### config.mk
export PLATFORM = sky130hd
export DESIGN_NAME = touch_grid_to_key_chords
export DESIGN_NICKNAME = d
export VERILOG_FILES = /design/src/hdl/tgkc_pkg.sv /design/src/hdl/touch_grid_to_key_chords.sv
export SDC_FILE = /design/constraint.sdc
export NUM_CORES = 1
export LEC_CHECK = 0
export BUFFER_PORTS_ARGS = -buffer_cell sky130_fd_sc_hd__buf_2
export CORE_ASPECT_RATIO = 0.7
export CORE_MARGIN = 5
export CORE_UTILIZATION = 60
export DETAILED_ROUTE_END_ITERATION = 6
export HOLD_SLACK_MARGIN = 0.02
export PLACE_DENSITY = 0.88
export SYNTH_ARGS = -nofsm -noshare
export SYNTH_HDL_FRONTEND = slang
export SYNTH_SLANG_ARGS = --single-unit
### constraint.sdc
create_clock -name clock -period 8.35 [get_ports clock]
set_clock_uncertainty 0.05 [all_clocks]
set_input_delay 1.67 -clock clock [delete_from_list [all_inputs] [get_ports clock]]
set_output_delay 1.67 -clock clock [all_outputs]
set_load 0.03 [all_outputs]
### src/hdl/tgkc_pkg.sv
// types, codes and the chord table for the touch grid to key chord translator
// no dependencies; imported by touch_grid_to_key_chords
package tgkc_pkg;

   // input transaction kinds, carried on req_tuser
   localparam logic [1:0] MODE_TOUCH   = 2'd0;
   localparam logic [1:0] MODE_SUSPEND = 2'd1;
   localparam logic [1:0] MODE_RESUME  = 2'd2;

   // register indexes on the csr port
   localparam logic [1:0] CSR_PANEL_WIDTH   = 2'd0;
   localparam logic [1:0] CSR_PANEL_HEIGHT  = 2'd1;
   localparam logic [1:0] CSR_KEYBOARD_TOP  = 2'd2;
   localparam logic [1:0] CSR_POLL_INTERVAL = 2'd3;

   // register reset values
   localparam logic [11:0] PANEL_WIDTH_RST   = 12'd320;
   localparam logic [11:0] PANEL_HEIGHT_RST  = 12'd240;
   localparam logic [11:0] KEYBOARD_TOP_RST  = 12'd240;
   localparam logic [15:0] POLL_INTERVAL_RST = 16'd20;

   // fn key position in the matrix
   localparam logic [1:0] FN_ROW = 2'd2;
   localparam logic [3:0] FN_COL = 4'd0;

   // held cell code for no chord held
   localparam logic [3:0] NO_CELL = 4'd15;

   typedef enum logic [3:0] {
      S_IDLE,
      S_DISPATCH,
      S_POLL,
      S_BAND,
      S_X1,
      S_X2,
      S_Y1,
      S_Y2,
      S_MAP,
      S_EMIT
   } tgkc_state_type;

   typedef struct packed {
      logic       used;
      logic [1:0] row;
      logic [3:0] col;
      logic       fn;
   } chord_type;

   // 3x3 grid cells, row-major; anything past the grid maps to nothing
   function automatic chord_type chord_of(input logic [3:0] cell_idx);
      chord_type c;
      case (cell_idx)
         4'd0:    c = '{used: 1'b1, row: 2'd0, col: 4'd0,  fn: 1'b1};
         4'd1:    c = '{used: 1'b1, row: 2'd2, col: 4'd11, fn: 1'b1};
         4'd3:    c = '{used: 1'b1, row: 2'd3, col: 4'd10, fn: 1'b1};
         4'd4:    c = '{used: 1'b1, row: 2'd2, col: 4'd13, fn: 1'b0};
         4'd5:    c = '{used: 1'b1, row: 2'd3, col: 4'd12, fn: 1'b1};
         4'd7:    c = '{used: 1'b1, row: 2'd3, col: 4'd11, fn: 1'b1};
         4'd8:    c = '{used: 1'b1, row: 2'd3, col: 4'd13, fn: 1'b0};
         default: c = '{used: 1'b0, row: 2'd0, col: 4'd0,  fn: 1'b0};
      endcase
      return c;
   endfunction

endpackage

### src/hdl/touch_grid_to_key_chords.sv
// touch grid to key chord translator, top level
// depends on tgkc_pkg for state codes, register indexes and the chord table
//
// Takes one transaction at a time: a touch sample, a suspend or a resume. The input is
// held off (req_tready low) while a sample is being worked on. A small sequencer runs
// every test through one shared 32-bit magnitude comparator: poll time, keyboard band,
// then two threshold tests per axis (3v >= size and 3v >= 2*size) that give the
// clamped grid index without a divider. Resume, unused modes, samples ignored while
// suspended and a suspend with no chord to release end at the dispatch step; samples
// dropped at the poll test, with no change of touch state or lifting with no chord held
// end at the poll step; a new touch in the keyboard band or on a zero panel size ends
// at the band step; a corner with no chord frees the input at the map step. Key events
// then pass one at a time through the output register, and up to two are sent per
// transaction (fn before key on press, key before fn on release), with rsp_tlast
// marking the final one. The output register can hold a finished event while the next
// transaction is accepted. Registers must be written through the csr port only while
// the block is idle; the block itself does not enforce this. csr_ready is always high.
module touch_grid_to_key_chords (
   input  logic        clock,
   input  logic        reset,
   // request stream
   input  logic        req_tvalid,
   output logic        req_tready,
   input  logic [63:0] req_tdata,  // now_ms[31:0], touch_down[32], touch_x[44:33],
                                   // touch_y[56:45], zero fill [63:57]
   input  logic [1:0]  req_tuser,  // mode[1:0]
   // response stream
   output logic        rsp_tvalid,
   input  logic        rsp_tready,
   output logic [7:0]  rsp_tdata,  // key_down[0], key_row[2:1], key_col[6:3], zero [7]
   output logic        rsp_tlast,  // last_event
   // register write port
   input  logic        csr_valid,
   output logic        csr_ready,
   input  logic [1:0]  csr_index,
   input  logic [15:0] csr_data
);
   import tgkc_pkg::*;

   // configuration registers
   logic [11:0] panel_width_ff;
   logic [11:0] panel_height_ff;
   logic [11:0] keyboard_top_ff;
   logic [15:0] poll_interval_ff;

   // sequencer and architectural state
   tgkc_state_type state_ff, state_in;
   logic        was_touching_ff, was_touching_in;
   logic        is_suspended_ff, is_suspended_in;
   logic [3:0]  held_cell_ff, held_cell_in;
   logic [31:0] next_poll_ff, next_poll_in;

   // captured transaction
   logic [1:0]  mode_ff, mode_in;
   logic [31:0] now_ff, now_in;
   logic        down_ff, down_in;
   logic [11:0] x_ff, x_in;
   logic [11:0] y_ff, y_in;

   // grid indexes under construction
   logic [1:0]  cx_ff, cx_in;
   logic [1:0]  cy_ff, cy_in;

   // chord being sent
   logic [3:0]  ev_cell_ff, ev_cell_in;
   logic        ev_down_ff, ev_down_in;
   logic        ev_idx_ff, ev_idx_in;

   // output register
   logic        rsp_valid_ff, rsp_valid_in;
   logic [7:0]  rsp_data_ff, rsp_data_in;
   logic        rsp_last_ff, rsp_last_in;

   // shared comparator
   logic [31:0] cmp_a;
   logic [31:0] cmp_b;
   logic        cmp_ge;
   logic        cmp_hit;

   logic [11:0] tri_src;
   logic [12:0] tri_val;
   logic        out_free;
   logic [3:0]  grid_cell;
   chord_type   held_chord;
   chord_type   grid_chord;
   chord_type   ev_chord;
   logic        ev_is_fn;
   logic        ev_last;

   assign req_tready = (state_ff == S_IDLE);
   assign csr_ready  = 1'b1;
   assign rsp_tvalid = rsp_valid_ff;
   assign rsp_tdata  = rsp_data_ff;
   assign rsp_tlast  = rsp_last_ff;

   // output register may take a new event when empty or being drained
   assign out_free = !rsp_valid_ff || rsp_tready;

   // 3v for the axis under test; only the non-negative range reaches the comparator
   assign tri_src = (state_ff == S_X1 || state_ff == S_X2) ? x_ff : y_ff;
   assign tri_val = 13'(tri_src[10:0]) + 13'({tri_src[10:0], 1'b0});

   // operand select for the shared comparator
   always_comb begin
      cmp_a = '0;
      cmp_b = '0;
      case (state_ff)
         S_POLL: begin
            cmp_a = now_ff;
            cmp_b = next_poll_ff;
         end
         S_BAND: begin
            cmp_a = 32'(y_ff[10:0]);
            cmp_b = 32'(keyboard_top_ff);
         end
         S_X1: begin
            cmp_a = 32'(tri_val);
            cmp_b = 32'(panel_width_ff);
         end
         S_X2: begin
            cmp_a = 32'(tri_val);
            cmp_b = 32'({panel_width_ff, 1'b0});
         end
         S_Y1: begin
            cmp_a = 32'(tri_val);
            cmp_b = 32'(panel_height_ff);
         end
         S_Y2: begin
            cmp_a = 32'(tri_val);
            cmp_b = 32'({panel_height_ff, 1'b0});
         end
         default: begin
            cmp_a = '0;
            cmp_b = '0;
         end
      endcase
   end

   assign cmp_ge = (cmp_a >= cmp_b);

   // a negative coordinate never reaches the band and always lands in column or row 0
   always_comb begin
      case (state_ff)
         S_POLL:  cmp_hit = cmp_ge;
         S_BAND:  cmp_hit = cmp_ge && !y_ff[11];
         default: cmp_hit = cmp_ge && !tri_src[11];
      endcase
   end

   assign grid_cell  = 4'({cy_ff, 1'b0}) + 4'(cy_ff) + 4'(cx_ff);
   assign grid_chord = chord_of(grid_cell);
   assign held_chord = chord_of(held_cell_ff);
   assign ev_chord   = chord_of(ev_cell_ff);

   // press: fn then key; release: key then fn
   assign ev_is_fn = ev_chord.fn && (ev_idx_ff ? !ev_down_ff : ev_down_ff);
   assign ev_last  = !ev_chord.fn || ev_idx_ff;

   // sequencer: next state and next values
   always_comb begin
      state_in        = state_ff;
      was_touching_in = was_touching_ff;
      is_suspended_in = is_suspended_ff;
      held_cell_in    = held_cell_ff;
      next_poll_in    = next_poll_ff;
      mode_in         = mode_ff;
      now_in          = now_ff;
      down_in         = down_ff;
      x_in            = x_ff;
      y_in            = y_ff;
      cx_in           = cx_ff;
      cy_in           = cy_ff;
      ev_cell_in      = ev_cell_ff;
      ev_down_in      = ev_down_ff;
      ev_idx_in       = ev_idx_ff;
      rsp_valid_in    = rsp_valid_ff && !rsp_tready;
      rsp_data_in     = rsp_data_ff;
      rsp_last_in     = rsp_last_ff;

      case (state_ff)
         S_IDLE: begin
            if (req_tvalid) begin
               mode_in  = req_tuser;
               now_in   = req_tdata[31:0];
               down_in  = req_tdata[32];
               x_in     = req_tdata[44:33];
               y_in     = req_tdata[56:45];
               state_in = S_DISPATCH;
            end
         end
         S_DISPATCH: begin
            state_in = S_IDLE;
            if (mode_ff == MODE_SUSPEND) begin
               is_suspended_in = 1'b1;
               if (was_touching_ff) begin
                  was_touching_in = 1'b0;
                  held_cell_in    = NO_CELL;
                  ev_cell_in      = held_cell_ff;
                  ev_down_in      = 1'b0;
                  ev_idx_in       = 1'b0;
                  if (held_chord.used) begin
                     state_in = S_EMIT;
                  end
               end
            end else if (mode_ff == MODE_RESUME) begin
               is_suspended_in = 1'b0;
            end else if (mode_ff == MODE_TOUCH && !is_suspended_ff) begin
               state_in = S_POLL;
            end
         end
         S_POLL: begin
            state_in = S_IDLE;
            if (cmp_hit) begin
               next_poll_in = now_ff + 32'(poll_interval_ff);
               if (down_ff != was_touching_ff) begin
                  was_touching_in = down_ff;
                  if (!down_ff) begin
                     // lift: release whatever chord is held
                     held_cell_in = NO_CELL;
                     ev_cell_in   = held_cell_ff;
                     ev_down_in   = 1'b0;
                     ev_idx_in    = 1'b0;
                     if (held_chord.used) begin
                        state_in = S_EMIT;
                     end
                  end else begin
                     state_in = S_BAND;
                  end
               end
            end
         end
         S_BAND: begin
            state_in = S_IDLE;
            if (cmp_hit) begin
               // new touch inside the keyboard band is dropped
               was_touching_in = 1'b0;
            end else if (panel_width_ff != '0 && panel_height_ff != '0) begin
               cx_in    = '0;
               cy_in    = '0;
               state_in = S_X1;
            end
         end
         S_X1: begin
            if (cmp_hit) begin
               cx_in = 2'd1;
            end
            state_in = S_X2;
         end
         S_X2: begin
            if (cmp_hit) begin
               cx_in = 2'd2;
            end
            state_in = S_Y1;
         end
         S_Y1: begin
            if (cmp_hit) begin
               cy_in = 2'd1;
            end
            state_in = S_Y2;
         end
         S_Y2: begin
            if (cmp_hit) begin
               cy_in = 2'd2;
            end
            state_in = S_MAP;
         end
         S_MAP: begin
            ev_cell_in = grid_cell;
            ev_down_in = 1'b1;
            ev_idx_in  = 1'b0;
            if (grid_chord.used) begin
               held_cell_in = grid_cell;
               state_in     = S_EMIT;
            end else begin
               // corner with no chord
               held_cell_in = NO_CELL;
               state_in     = S_IDLE;
            end
         end
         S_EMIT: begin
            if (out_free) begin
               rsp_valid_in = 1'b1;
               rsp_last_in  = ev_last;
               if (ev_is_fn) begin
                  rsp_data_in = {1'b0, FN_COL, FN_ROW, ev_down_ff};
               end else begin
                  rsp_data_in = {1'b0, ev_chord.col, ev_chord.row, ev_down_ff};
               end
               if (ev_last) begin
                  state_in = S_IDLE;
               end else begin
                  ev_idx_in = 1'b1;
               end
            end
         end
         default: begin
            state_in = S_IDLE;
         end
      endcase
   end

   // control state
   always_ff @(posedge clock) begin
      if (reset) begin
         state_ff         <= S_IDLE;
         was_touching_ff  <= 1'b0;
         is_suspended_ff  <= 1'b0;
         held_cell_ff     <= NO_CELL;
         next_poll_ff     <= '0;
         rsp_valid_ff     <= 1'b0;
         panel_width_ff   <= PANEL_WIDTH_RST;
         panel_height_ff  <= PANEL_HEIGHT_RST;
         keyboard_top_ff  <= KEYBOARD_TOP_RST;
         poll_interval_ff <= POLL_INTERVAL_RST;
      end else begin
         state_ff        <= state_in;
         was_touching_ff <= was_touching_in;
         is_suspended_ff <= is_suspended_in;
         held_cell_ff    <= held_cell_in;
         next_poll_ff    <= next_poll_in;
         rsp_valid_ff    <= rsp_valid_in;
         if (csr_valid) begin
            case (csr_index)
               CSR_PANEL_WIDTH:   panel_width_ff   <= csr_data[11:0];
               CSR_PANEL_HEIGHT:  panel_height_ff  <= csr_data[11:0];
               CSR_KEYBOARD_TOP:  keyboard_top_ff  <= csr_data[11:0];
               CSR_POLL_INTERVAL: poll_interval_ff <= csr_data;
               default: begin
               end
            endcase
         end
      end
   end

   // payload, no reset needed
   always_ff @(posedge clock) begin
      mode_ff     <= mode_in;
      now_ff      <= now_in;
      down_ff     <= down_in;
      x_ff        <= x_in;
      y_ff        <= y_in;
      cx_ff       <= cx_in;
      cy_ff       <= cy_in;
      ev_cell_ff  <= ev_cell_in;
      ev_down_ff  <= ev_down_in;
      ev_idx_ff   <= ev_idx_in;
      rsp_data_ff <= rsp_data_in;
      rsp_last_ff <= rsp_last_in;
   end

   // no chord can be held without a touch in progress
   assert property (@(posedge clock) disable iff (reset)
      !was_touching_ff |-> held_cell_ff == NO_CELL)
      else $error("chord held with no touch in progress");

   // suspend drops the touch and samples are ignored until resume
   assert property (@(posedge clock) disable iff (reset)
      is_suspended_ff |-> !was_touching_ff)
      else $error("touch in progress while suspended");

   // a held cell always names a real chord
   assert property (@(posedge clock) disable iff (reset)
      held_cell_ff != NO_CELL |-> held_chord.used)
      else $error("held cell maps to no chord");

   // every transaction takes the sequencer out of idle, so req_tready drops once it is accepted
   assert property (@(posedge clock) disable iff (reset)
      req_tvalid && req_tready |=> !req_tready)
      else $error("request taken while sequencer busy");

   // a second event only follows a chord that carries fn
   assert property (@(posedge clock) disable iff (reset)
      state_ff == S_EMIT && ev_idx_ff |-> ev_chord.fn)
      else $error("second event for a chord without fn");

endmodule
==> impl_results.md <==
- Outcome: finished with violations
- Violations in the final reports: design-rule violations
- Final critical delay including setup and external delays: 6100 ps
- Worst Reg2Reg Path Length in Cells: 21
- DRT antenna net count: 0
- Global route total overflow: 0
- Maximum clock insertion buffer count: 2
- Final Routed Wirelength: 25.1 mm
- Initial antenna violation count: 0
- Yosys reg bits: 172
- Fin cells: 1333
- Number of standard cells after synthesis: 1053
- FFs w/ async S/R, synth: 0%
- Number of violations reported at the end of detailed-routing iteration 0: 920
- Hold buffer count at cts: 0
- Overall via count from detail_route: 8340
- Resize count post-CTS: 0
- Floorplan die area: 18600 sq um
- Average instance area after synthesis: 9.07 sq um
- Worst stage delay on the critical path: 880 ps
- H-tree lvl count: 4
- Global Route Usage Sum: 26.7%
- Proportion of synthesized chip area in sequential cells: 44.1%
- Crit path DAT: 6390 ps
- Maximum frequency from static timing analysis: 0.164 GHz
- Wire length of the first global-routing pass: 39.6 mm
- WL/cell: 18.8 um
- Width of the die: 161 um
- Placed Cells incl. Taps: 1301
- Clock Tree Root: sky130_fd_sc_hd__clkbuf_16
- Yosys Warn Count: 0
- Final Hold Viols: 0
- Detail-routed via count per cell: 6.26
- Number of setup violations in the final report: 0
- Worst Path Class, Setup: register to register
- Clk slew on worst S/H paths: 70 ps
- Total stage count of the critical path: 21
- Filler cell count in the final layout: 1226
- Cell chain of the critical path: nor3b_2 > buf_4 > mux2_2 > ha_1 > ha_1 > nand3b_1 > o21ai_0 > o22ai_1 > nand2_1 > a311oi_1 > a211o_1 > o211ai_1 > ha_1 > nand2_1 > o21ai_0 > nand2_1 > o2111ai_2 > o211a_1 > buf_4 > nor2_1 > a211oi_1
- PnR worst setup slack: 2250 ps
- Startpoint type of the worst setup path: register
- TritonCTS clock tree: built
- Starting Density: 61.5%
- Most used DFF post-synth: sky130_fd_sc_hd__dfxtp_1
- Weighted congestion reported at the end of routability-driven placement: 0.971
- Slowest-stage cell, CP: sky130_fd_sc_hd__o211a_1
- Latest clock arrival within the worst-skew pair: 440 ps
- Sinks on Clock Net: 172
- Data required time at the worst endpoint: 8640 ps
- Share of layout cells above drive strength 1: 13.3%
- Relative slew slack: 21.0%
- Most common cell after layout, fill and taps aside: sky130_fd_sc_hd__nand2_1
- Library cell with the largest summed area after synthesis: sky130_fd_sc_hd__edfxtp_1
- Max-Cap Viols: 0
- Layout overhead on the synthesized area: 12.1%
- Top cell type's share of synthesized area: 24.2%
- DRC violation count after routing: 11
- Final period utilization: 73.1%
- Final count of pins violating max slew: 0
- Final hold slack: 407 ps
- Aggregate negative setup slack: 0 ps
- CP bufs+invs: 2
- Cell Area, Synth: 9560 sq um
- Design Power: 0.00198 W
- Vias in the first global route: 7761
- RSZ-0062 raised after global routing: no
- Post-synth cell types: 73
- Placeable core region: 15500 sq um
- Pre-CTS setup slack: 2400 ps
- Number of standard-cell rows in the floorplan: 38
- Pre-antenna DRT Iters: 7
- Areal power density over the cells: 185 nW/um^2
- Lkg Pwr: 4.19 nW
- Inserted Clock Buffers: 17
- Crit path capture type: register
- Number of synthesized flops with an enable pin: 77
- Leading cell types in the layout, fill and taps excluded: sky130_fd_sc_hd__nand2_1, sky130_fd_sc_hd__a21oi_1, sky130_fd_sc_hd__dfxtp_1
- Number of nets in the final layout: 1277
- Most area-consuming cells after synthesis: sky130_fd_sc_hd__edfxtp_1, sky130_fd_sc_hd__dfxtp_1, sky130_fd_sc_hd__nand2_1
- Die Y-Extent: 116 um
- Worst path top cell family by delay: compound AO/OA/AOI/OAI gates
- Antenna diode instance count: 0
- Peak supply drop: 0.000175 V
- Buffer count from post-CTS setup fixing: 0
- Highest fanout seen on the critical path: 30
- Min-Delay Path Class: register to register
- Hold Path Stages: 2
- Maximum number of pins on one net before global-route repair: 75
- Placed wire-length estimate after detailed placement: 17.5 mm
- Number of top-level pins: 101
- Number of port buffers: 91
- Net count after synthesis: 1210
- Transition at the pin with the smallest max-transition slack: 1180 ps
==> per-layer routing <==
layer	vias up	global-route usage (%)	wire length (um)
met5	-	0	0
met4	0	6.36	311
met3	33	6.83	2830
met2	439	41.3	11100
met1	3892	38.1	10900
li1	3976	-	-
==> cell families after synthesis <==
logic type,Yosys count,share of synthesized area (%)
xor gates and xnor gates,37,3.39
and+or+nand+nor,401,19.3
other,2,0.0786
AOI/OAI and AO/OA,287,19.7
buffers and inverters,78,3.37
muxes,8,0.877
DFF,172,44.1
adders and majority gates,68,9.14
==> stage by stage <==
step | util (%) | area (sq um)
floorplan | - | 9560
global placement | 65.2 | 10100
detailed placement | 65.2 | 10100
CTS | 68.9 | 10700
global route | 68.9 | 10700
finish | 68.9 | 10700
==> worst min-delay path, cell delays in order (launching register included) <==
cell and delay (ps):
sky130_fd_sc_hd__dfxtp_1 310, sky130_fd_sc_hd__nand2_1 50, sky130_fd_sc_hd__a21oi_1 50
==> synth_stat cells (10+ instances only) <==
master,instances
sky130_fd_sc_hd__nand2_1,218
sky130_fd_sc_hd__ha_1,65
sky130_fd_sc_hd__and2_1,22
sky130_fd_sc_hd__a211oi_1,19
sky130_fd_sc_hd__clkbuf_1,38
sky130_fd_sc_hd__edfxtp_1,77
sky130_fd_sc_hd__nor3_1,16
sky130_fd_sc_hd__o21ai_0,45
sky130_fd_sc_hd__nor4_1,10
sky130_fd_sc_hd__nor2_1,46
sky130_fd_sc_hd__inv_1,26
sky130_fd_sc_hd__xnor2_1,18
sky130_fd_sc_hd__dfxtp_1,95
sky130_fd_sc_hd__a22oi_1,32
sky130_fd_sc_hd__a21oi_1,98
sky130_fd_sc_hd__a21o_1,11
sky130_fd_sc_hd__nand2b_1,12
sky130_fd_sc_hd__nand3_1,28
sky130_fd_sc_hd__xor2_1,19
sky130_fd_sc_hd__a221oi_1,11
==> path summary, 6_finish.rpt <==
| path | startpoint | end | slack, ps |
|---|---|---|---|
| worst min register to register | next_poll_ff[8]$_SDFFE_PP0P_ | next_poll_ff[8]$_SDFFE_PP0P_ | 410 |
| worst max register to register | state_ff[2]$_SDFFE_PP0P_ | next_poll_ff[31]$_SDFFE_PP0P_ | 2250 |
| worst min-delay path | next_poll_ff[8]$_SDFFE_PP0P_ | next_poll_ff[8]$_SDFFE_PP0P_ | 410 |
| worst max-delay path | state_ff[2]$_SDFFE_PP0P_ | next_poll_ff[31]$_SDFFE_PP0P_ | 2250 |
==> cell type report <==
class                   count  area (sq um)  share of cell area [%]
repair buffers            100           523                    4.88
flip-flops and latches    172          4210                    39.4
clock buffers              17           425                    3.97
well taps                 200           250                    2.34
multi-input cells         803          5050                    47.2
clock inverters            15           149                    1.39
inverters                  26          97.6                   0.911
==> report_power, final <==
part	switching (W)	internal (W)	leakage, nW	total, W
Sequential	0.0000367	0.000921	1.49	0.000958
Clock	0.000362	0.000420	0.274	0.000782
Combinational	0.000147	0.0000914	2.43	0.000238
==> state kept, by name, summed over array words and instances (netlist names), 2 cells and up <==
register	count
cx_ff	2
cy_ff	2
ev_cell_ff	4
held_cell_ff	4
keyboard_top_ff	12
mode_ff	2
next_poll_ff	32
now_ff	32
panel_height_ff	12
panel_width_ff	12
poll_interval_ff	16
rsp_tdata	7
state_ff	4
x_ff	12
y_ff	12
Power figures use the tool's default switching activity.
